[src/rtl/sha1mh_pkg.sv]
`timescale 1ns / 1ps
package sha1mh_pkg;

	typedef struct packed {
		logic [7:0] data_byte;
		logic       byte_present;
		logic       end_of_message;
	} in_item_t;

	typedef struct packed {
		logic [31:0] digest_word;
		logic        digest_last;
	} out_item_t;

	// head of the input queue as seen by the core
	typedef struct packed {
		logic     valid;
		in_item_t item;
	} q_head_t;

	localparam int QUEUE_DEPTH = 4;

	localparam logic [31:0] H_INIT [5] = '{
		32'h67452301, 32'hEFCDAB89, 32'h98BADCFE, 32'h10325476, 32'hC3D2E1F0
	};

	localparam logic [31:0] K_G0 = 32'h5A827999;
	localparam logic [31:0] K_G1 = 32'h6ED9EBA1;
	localparam logic [31:0] K_G2 = 32'h8F1BBCDC;
	localparam logic [31:0] K_G3 = 32'hCA62C1D6;

	localparam logic [7:0] PAD_BYTE = 8'h80;

endpackage

[src/rtl/sha1_message_hasher.sv]
`timescale 1ns / 1ps
// SHA-1 over a byte stream. Each item transfer carries at most one message byte and may end
// the message; after the end item the block returns the digest as five 32-bit word
// transfers, h0 first, digest_last set on h4, and starts a fresh message. Input items
// land in a small queue (QueueDepth entries) in front of the hashing core, so the
// input side keeps taking items while the core compresses or while a digest waits to
// be taken, until the queue is full. The core handles one item at a time, and the byte
// that completes a 64-byte block adds one compression (80 rounds, chain update; the
// load shares the byte's own cycle) on the single round unit.
// An end item adds a pad step plus one compression, or two compressions and a length
// step when fewer than 9 bytes remain in the block, then hands the digest to the output
// register; a second digest waits in the core until the previous one has fully drained.
module sha1_message_hasher
	import sha1mh_pkg::*;
#(
	parameter int QueueDepth = QUEUE_DEPTH
) (
	input  logic      clk,
	input  logic      arst_n,
	input  logic      item_valid,
	output logic      item_stall,
	input  in_item_t  item,
	output logic      digest_valid,
	input  logic      digest_stall,
	output out_item_t digest
);

	q_head_t head;
	logic    pop;

	sha1mh_queue #(.Depth(QueueDepth)) u_queue (
		.clk        (clk),
		.arst_n     (arst_n),
		.item_valid (item_valid),
		.item_stall (item_stall),
		.item       (item),
		.head       (head),
		.pop        (pop)
	);

	sha1mh_core u_core (
		.clk          (clk),
		.arst_n       (arst_n),
		.head         (head),
		.pop          (pop),
		.digest_valid (digest_valid),
		.digest_stall (digest_stall),
		.digest       (digest)
	);

endmodule

[src/rtl/sha1mh_queue.sv]
`timescale 1ns / 1ps
module sha1mh_queue
	import sha1mh_pkg::*;
#(
	parameter int Depth = QUEUE_DEPTH
) (
	input  logic     clk,
	input  logic     arst_n,
	input  logic     item_valid,
	output logic     item_stall,
	input  in_item_t item,
	output q_head_t  head,
	input  logic     pop
);

	localparam int PtrW = (Depth > 1) ? $clog2(Depth) : 1;
	localparam int CntW = $clog2(Depth + 1);

	in_item_t            mem_q [Depth];
	logic [PtrW-1:0]     wr_ptr_q, rd_ptr_q;
	logic [CntW-1:0]     count_q;
	logic                push, do_pop;

	assign item_stall = (count_q == CntW'(Depth));
	assign push       = item_valid && !item_stall;
	assign do_pop     = pop && (count_q != '0);
	assign head.valid = (count_q != '0);
	assign head.item  = mem_q[rd_ptr_q];

	function automatic logic [PtrW-1:0] next_ptr(input logic [PtrW-1:0] p);
		return (p == PtrW'(Depth - 1)) ? '0 : p + 1'b1;
	endfunction

	always_ff @(posedge clk or negedge arst_n) begin
		if (!arst_n) begin
			wr_ptr_q <= '0;
			rd_ptr_q <= '0;
			count_q  <= '0;
		end else begin
			if (push) wr_ptr_q <= next_ptr(wr_ptr_q);
			if (do_pop) rd_ptr_q <= next_ptr(rd_ptr_q);
			if (push && !do_pop) count_q <= count_q + 1'b1;
			else if (do_pop && !push) count_q <= count_q - 1'b1;
		end
	end

	always_ff @(posedge clk) begin
		if (push) mem_q[wr_ptr_q] <= item;
	end

endmodule

[src/rtl/sha1mh_core.sv]
`timescale 1ns / 1ps
module sha1mh_core
	import sha1mh_pkg::*;
(
	input  logic      clk,
	input  logic      arst_n,
	input  q_head_t   head,
	output logic      pop,
	output logic      digest_valid,
	input  logic      digest_stall,
	output out_item_t digest
);

	typedef enum logic [2:0] {
		S_IDLE, S_COMP, S_FIN, S_PAD, S_LEN, S_OUT
	} state_t;

	state_t       state_q, after_q;
	logic [6:0]   round_q;
	logic [63:0]  count_q;
	logic [31:0]  chain_q [5];
	logic         out_busy_q;
	logic [2:0]   out_idx_q;

	logic [31:0]  w_q [16];
	logic [31:0]  a_q, b_q, c_q, d_q, e_q;
	logic [31:0]  dig_q [5];

	logic [5:0]   pos;
	logic         byte_wr, pad_wr, len_wr, comp_start, round_en, dig_load, out_xfer;
	logic [31:0]  w_new, w_cur, f, k, t;
	logic [31:0]  pad_word [16];

	assign pos      = count_q[8:3];
	assign pop      = (state_q == S_IDLE) && head.valid;
	assign byte_wr  = pop && head.item.byte_present;
	assign pad_wr   = (state_q == S_PAD);
	assign len_wr   = (state_q == S_LEN);
	assign round_en = (state_q == S_COMP);
	assign dig_load = (state_q == S_OUT) && !out_busy_q;
	assign out_xfer = digest_valid && !digest_stall;

	always_comb begin
		comp_start = 1'b0;
		if (pad_wr || len_wr) comp_start = 1'b1;
		if (byte_wr && pos == 6'd63) comp_start = 1'b1;
	end

	// rolling schedule: w_cur is the word for this round, w_q[0] in the first 16 rounds
	assign w_new = {w_q[13][30:0] ^ w_q[8][30:0] ^ w_q[2][30:0] ^ w_q[0][30:0],
	                w_q[13][31] ^ w_q[8][31] ^ w_q[2][31] ^ w_q[0][31]};
	assign w_cur = (round_q < 7'd16) ? w_q[0] : w_new;

	always_comb begin
		priority if (round_q < 7'd20) begin
			f = (b_q & c_q) | (~b_q & d_q);
			k = K_G0;
		end else if (round_q < 7'd40) begin
			f = b_q ^ c_q ^ d_q;
			k = K_G1;
		end else if (round_q < 7'd60) begin
			f = (b_q & c_q) | (b_q & d_q) | (c_q & d_q);
			k = K_G2;
		end else begin
			f = b_q ^ c_q ^ d_q;
			k = K_G3;
		end
	end

	assign t = {a_q[26:0], a_q[31:27]} + f + e_q + k + w_cur;

	// 0x80 at the current position, zeros after, earlier bytes kept
	always_comb begin
		for (int wi = 0; wi < 16; wi++) begin
			for (int bj = 0; bj < 4; bj++) begin
				if (6'(wi * 4 + bj) < pos)
					pad_word[wi][31-8*bj -: 8] = w_q[wi][31-8*bj -: 8];
				else if (6'(wi * 4 + bj) == pos)
					pad_word[wi][31-8*bj -: 8] = PAD_BYTE;
				else
					pad_word[wi][31-8*bj -: 8] = 8'h00;
			end
		end
	end

	always_ff @(posedge clk or negedge arst_n) begin
		if (!arst_n) begin
			state_q    <= S_IDLE;
			after_q    <= S_IDLE;
			round_q    <= '0;
			count_q    <= '0;
			out_busy_q <= 1'b0;
			out_idx_q  <= '0;
			for (int i = 0; i < 5; i++) chain_q[i] <= H_INIT[i];
		end else begin
			if (out_xfer) begin
				if (out_idx_q == 3'd4) begin
					out_busy_q <= 1'b0;
					out_idx_q  <= '0;
				end else begin
					out_idx_q <= out_idx_q + 1'b1;
				end
			end
			unique case (state_q)
				S_IDLE: begin
					if (pop) begin
						if (head.item.byte_present) count_q <= count_q + 64'd8;
						if (head.item.byte_present && pos == 6'd63) begin
							state_q <= S_COMP;
							after_q <= head.item.end_of_message ? S_PAD : S_IDLE;
							round_q <= '0;
						end else if (head.item.end_of_message) begin
							state_q <= S_PAD;
						end
					end
				end
				S_COMP: begin
					round_q <= round_q + 1'b1;
					if (round_q == 7'd79) state_q <= S_FIN;
				end
				S_FIN: begin
					for (int i = 0; i < 5; i++) chain_q[i] <= chain_q[i] + (
						(i == 0) ? a_q : (i == 1) ? b_q : (i == 2) ? c_q :
						(i == 3) ? d_q : e_q);
					state_q <= after_q;
				end
				S_PAD: begin
					state_q <= S_COMP;
					round_q <= '0;
					after_q <= (pos >= 6'd56) ? S_LEN : S_OUT;
				end
				S_LEN: begin
					state_q <= S_COMP;
					round_q <= '0;
					after_q <= S_OUT;
				end
				S_OUT: begin
					if (!out_busy_q) begin
						out_busy_q <= 1'b1;
						out_idx_q  <= '0;
						count_q    <= '0;
						for (int i = 0; i < 5; i++) chain_q[i] <= H_INIT[i];
						state_q <= S_IDLE;
					end
				end
				default: state_q <= S_IDLE;
			endcase
		end
	end

	// datapath registers
	always_ff @(posedge clk) begin
		if (byte_wr)
			w_q[pos[5:2]][31 - 8*pos[1:0] -: 8] <= head.item.data_byte;
		if (pad_wr) begin
			for (int i = 0; i < 14; i++) w_q[i] <= pad_word[i];
			if (pos < 6'd56) begin
				w_q[14] <= count_q[63:32];
				w_q[15] <= count_q[31:0];
			end else begin
				w_q[14] <= pad_word[14];
				w_q[15] <= pad_word[15];
			end
		end
		if (len_wr) begin
			for (int i = 0; i < 14; i++) w_q[i] <= '0;
			w_q[14] <= count_q[63:32];
			w_q[15] <= count_q[31:0];
		end
		if (round_en) begin
			for (int i = 0; i < 15; i++) w_q[i] <= w_q[i+1];
			w_q[15] <= w_cur;
			a_q <= t;
			b_q <= a_q;
			c_q <= {b_q[1:0], b_q[31:2]};
			d_q <= c_q;
			e_q <= d_q;
		end
		if (comp_start) begin
			a_q <= chain_q[0];
			b_q <= chain_q[1];
			c_q <= chain_q[2];
			d_q <= chain_q[3];
			e_q <= chain_q[4];
		end
		if (dig_load)
			for (int i = 0; i < 5; i++) dig_q[i] <= chain_q[i];
	end

	assign digest_valid       = out_busy_q;
	assign digest.digest_word = dig_q[out_idx_q];
	assign digest.digest_last = (out_idx_q == 3'd4);

	a_round_range: assert property (@(posedge clk) disable iff (!arst_n)
		(state_q == S_COMP) |-> (round_q <= 7'd79))
		else $error("round index out of range");

	a_load_free: assert property (@(posedge clk) disable iff (!arst_n)
		dig_load |-> !out_busy_q)
		else $error("digest reloaded while draining");

	a_drain_ends: assert property (@(posedge clk) disable iff (!arst_n)
		(out_xfer && out_idx_q == 3'd4) |=> !out_busy_q)
		else $error("digest output still busy after last word");

	a_idx_range: assert property (@(posedge clk) disable iff (!arst_n)
		out_busy_q |-> (out_idx_q <= 3'd4))
		else $error("digest word index out of range");

endmodule

[config.mk]
export PLATFORM = sky130hd
export DESIGN_NAME = sha1_message_hasher
export DESIGN_NICKNAME = d
export VERILOG_FILES = /design/src/rtl/sha1mh_pkg.sv /design/src/rtl/sha1_message_hasher.sv /design/src/rtl/sha1mh_queue.sv /design/src/rtl/sha1mh_core.sv
export SDC_FILE = /design/constraint.sdc
export NUM_CORES = 2
export LEC_CHECK = 0
export ABC_AREA = 1
export BUFFER_PORTS_ARGS = -buffer_cell sky130_fd_sc_hd__buf_2
export CORE_ASPECT_RATIO = 0.8
export CORE_MARGIN = 1.5
export CORE_UTILIZATION = 40
export DETAILED_ROUTE_END_ITERATION = 8
export RECOVER_POWER = 50
export SYNTH_ARGS = -nofsm -noshare
export SYNTH_HDL_FRONTEND = slang
export SYNTH_SLANG_ARGS = --single-unit
[constraint.sdc]
create_clock -name clk -period 5.8 [get_ports clk]
set_clock_uncertainty 0.05 [all_clocks]
set_input_delay 1.16 -clock clk [delete_from_list [all_inputs] [get_ports clk]]
set_output_delay 1.16 -clock clk [all_outputs]
set_load 0.02 [all_outputs]
==> results_dict.tcl <==
set metrics [dict create \
    grt_use_total_pct 31.6 \
    cts_tree "yes" \
    ios 49 \
    post_drt_via_cell_ratio 5.79 \
    path_clk_slew_ps 70 \
    worst_pin_slew_ps 3740 \
    yosys.area.top_type "edfxtp_1" \
    yosysTopAreaCellShare_pct 38.4 \
    fp.dieH_um 365 \
    synth.avg_cell_area_um2 8.62 \
    crit_type "flip-flop to flip-flop" \
    synth-seq-cells 1117 \
    slowest_stage "fa_1" \
    dp_hpwl_um 203000 \
    start_util_pct 40.4 \
    max_stage_delay_ps 540 \
    arrival_ps 6150 \
    endpoint_kind "flip-flop" \
    syn_nets 7986 \
    yosys_warnings 0 \
    async_flop_share_pct 21.9 \
    remaining_drc_errors 0 \
    place.gp.congestion 1.03 \
    coreArea_um2 162000 \
    syn_inst 7615 \
    synth_area_leaders "edfxtp_1, nand2_1, dfrtp_1" \
    vias 57346 \
    htreeDepth 3 \
    hold_ws_ps 431 \
    slew_viol_final 517 \
    yosysSeqAreaShare_pct 48.9 \
    fin_crit_ps 5690 \
    outcome "complete, but fails checks" \
    grt_pass1_vias 52955 \
    cts_setup_buffers 0 \
    clk_path_buf_depth 3 \
    first_pass_iters 6 \
    reg2reg_slack_ps 110 \
    overflow 0 \
    timing.critical_path.required_ps 6270 \
    clk-insertion-delay-late_ps 830 \
    post-route-util_pct 44.8 \
    synth_edf_count 840 \
    cap_violations 9 \
    grt_max_degree 223 \
    path_max_fanout 31 \
    synth.distinct_cells 72 \
    fillers 15861 \
    drive_gt1_share_pct 5.92 \
    start_kind "flip-flop" \
    ant_nets 0 \
    areaGrowthSynthToFinish_pct 10.8 \
    layout.nets 8021 \
    grt_antenna_before_repair 9 \
    rows 132 \
    die_x_um 456 \
    synthesis.area_um2 65700 \
    ys.flop_type "edfxtp_1" \
    clock-root-buffer "clkbuf_16" \
    hold_class "flip-flop to flip-flop" \
    layout.cells.non_filler 9903 \
    io_buffers 48 \
    clock.fmax_mhz 176 \
    hold_viol_final 0 \
    numCtsBuffers 119 \
    path_cells "nor2_1, nand2_4, o21ai_0, inv_1, fa_1, fa_1, inv_1, fa_1, inv_1, ha_1, a21oi_1, o21bai_1, a21oi_1, nand2_1, or2_2, nand3_1, o21ai_0" \
    cts.sinks 1117 \
    drtIter0Drc 7837 \
    timing.slew.headroom_pct -150 \
    dp.cells 9673 \
    cts_hold_buf 0 \
    grt_pass1_wl_um 384000 \
    fin_crit_sh_pct 98.0 \
    route.detailed.wl_per_inst_um 27.0 \
    failed_checks "max-capacitance violations, max-slew violations" \
    wl_um 267000 \
    layout_commonest_cell "nand2_1" \
    setup_violations 0 \
    final_cell_mix "nand2_1, edfxtp_1, inv_1, nor2_1, o21ai_0" \
    die-area_um2 167000 \
]
logic make-up (layout without fill, tap and decap cells):
kind of cell    after synthesis  in the layout  synth area share (%)
simple gates               3404           3404                  21.1
compound gates             1448           1448                  12.7
flops                      1117           1117                  48.9
buf+inv                    1117           1257                  6.78
fa+ha+maj                   357            357                  8.23
xor+xnor                    170            170                  2.27
mux                           2              2                0.0343
other cells                   0              4                     0
cell usage after synthesis (6+ instances only):
| cell | count |
|---|---|
| a211oi_1 | 6 |
| a21boi_0 | 14 |
| a21o_1 | 22 |
| a21oi_1 | 401 |
| a221oi_1 | 9 |
| a22o_1 | 22 |
| a22oi_1 | 30 |
| a31oi_1 | 60 |
| a32oi_1 | 22 |
| and2_1 | 10 |
| and3_1 | 7 |
| buf_1 | 19 |
| buf_2 | 135 |
| buf_4 | 17 |
| clkbuf_1 | 124 |
| dfrtp_1 | 165 |
| dfstp_2 | 80 |
| dfxtp_1 | 32 |
| edfxtp_1 | 840 |
| fa_1 | 125 |
| ha_1 | 232 |
| inv_1 | 795 |
| inv_2 | 19 |
| nand2_1 | 2145 |
| nand2_2 | 8 |
| nand3_1 | 294 |
| nand3b_1 | 15 |
| nand4_1 | 82 |
| nor2_1 | 690 |
| nor2_2 | 13 |
| nor3_1 | 89 |
| nor4_1 | 12 |
| o211ai_1 | 32 |
| o21a_1 | 24 |
| o21ai_0 | 577 |
| o21ai_1 | 32 |
| o21bai_1 | 33 |
| o221ai_1 | 36 |
| o22ai_1 | 84 |
| o31ai_1 | 23 |
| or2_2 | 18 |
| xnor2_1 | 102 |
| xor2_1 | 68 |
through the flow:
stage | area [µm²] | setup TNS [ps] | setup WS (ps)
final | 72700 | 0 | 113
after detailed placement | 68700 | -37.9 | -19.7
after floorplan | 65700 | 0 | 183
after CTS | 73000 | 0 | 52.9
after global routing | 72700 | -6.83 | -6.83
after global placement | 68700 | -56.7 | -30.3
critical path: cells and delay by family, from the launching register on:
family          cells  cell delay, ps
compound gates      5            1430
buf+inv             3             370
flops               1             430
simple gates        5            1160
fa+ha+maj           4            1900
timing repair:
item | CTS | global route
endpoints found under the hold margin | 0 | 0
gates resized for setup | 1 | 9
endpoints found under the setup margin | 3 | 21
path summary, 6_finish.rpt:
check	from	endpoint	depth (start not counted)
max	u_core.round_q[5]	u_core.a_q[15]	17
min	u_core.after_q[1]	u_core.after_q[1]	2
max reg2reg	u_core.round_q[5]	u_core.a_q[15]	17
min reg2reg	u_core.after_q[1]	u_core.after_q[1]	2
max in group asynchronous	arst_n	u_core.chain_q[19]	2
min in group asynchronous	arst_n	u_queue.rd_ptr_q[1]	1
state kept, by name, summed over array words and instances, names as in the netlist, 7 cells and up:
register,flops
u_core.w_q,512
u_core.chain_q,160
u_core.dig_q,160
u_core.count_q,61
u_queue.mem_q,40
u_core.a_q,32
u_core.b_q,32
u_core.c_q,32
u_core.d_q,32
u_core.e_q,32
u_core.round_q,7
per-layer routing:
metal | up-vias | share of wire, % | global-route usage (%)
li1 | 25667 | - | -
met2 | 3250 | 37 | 40.8
met3 | 333 | 13 | 10.7
met5 | - | 0.19 | 2.05
met1 | 28086 | 47 | 49.5
met4 | 10 | 2.2 | 6.85
final cells by class:
class	count	area [µm²]	area share (%)
Inverter	819	3080	4.24
Sequential cell	1117	32100	44.1
Tap cell	2144	2680	3.69
Timing Repair Buffer	212	1480	2.03
Multi-Input combinational cell	5381	29100	40.1
Clock buffer	141	3120	4.29
Antenna cell	4	10.0	0.0138
Clock inverter	85	1120	1.54
Power is left out: the tool's default activity adds up to more than one toggle a clock period on the data nets, which glitch-free logic cannot reach.
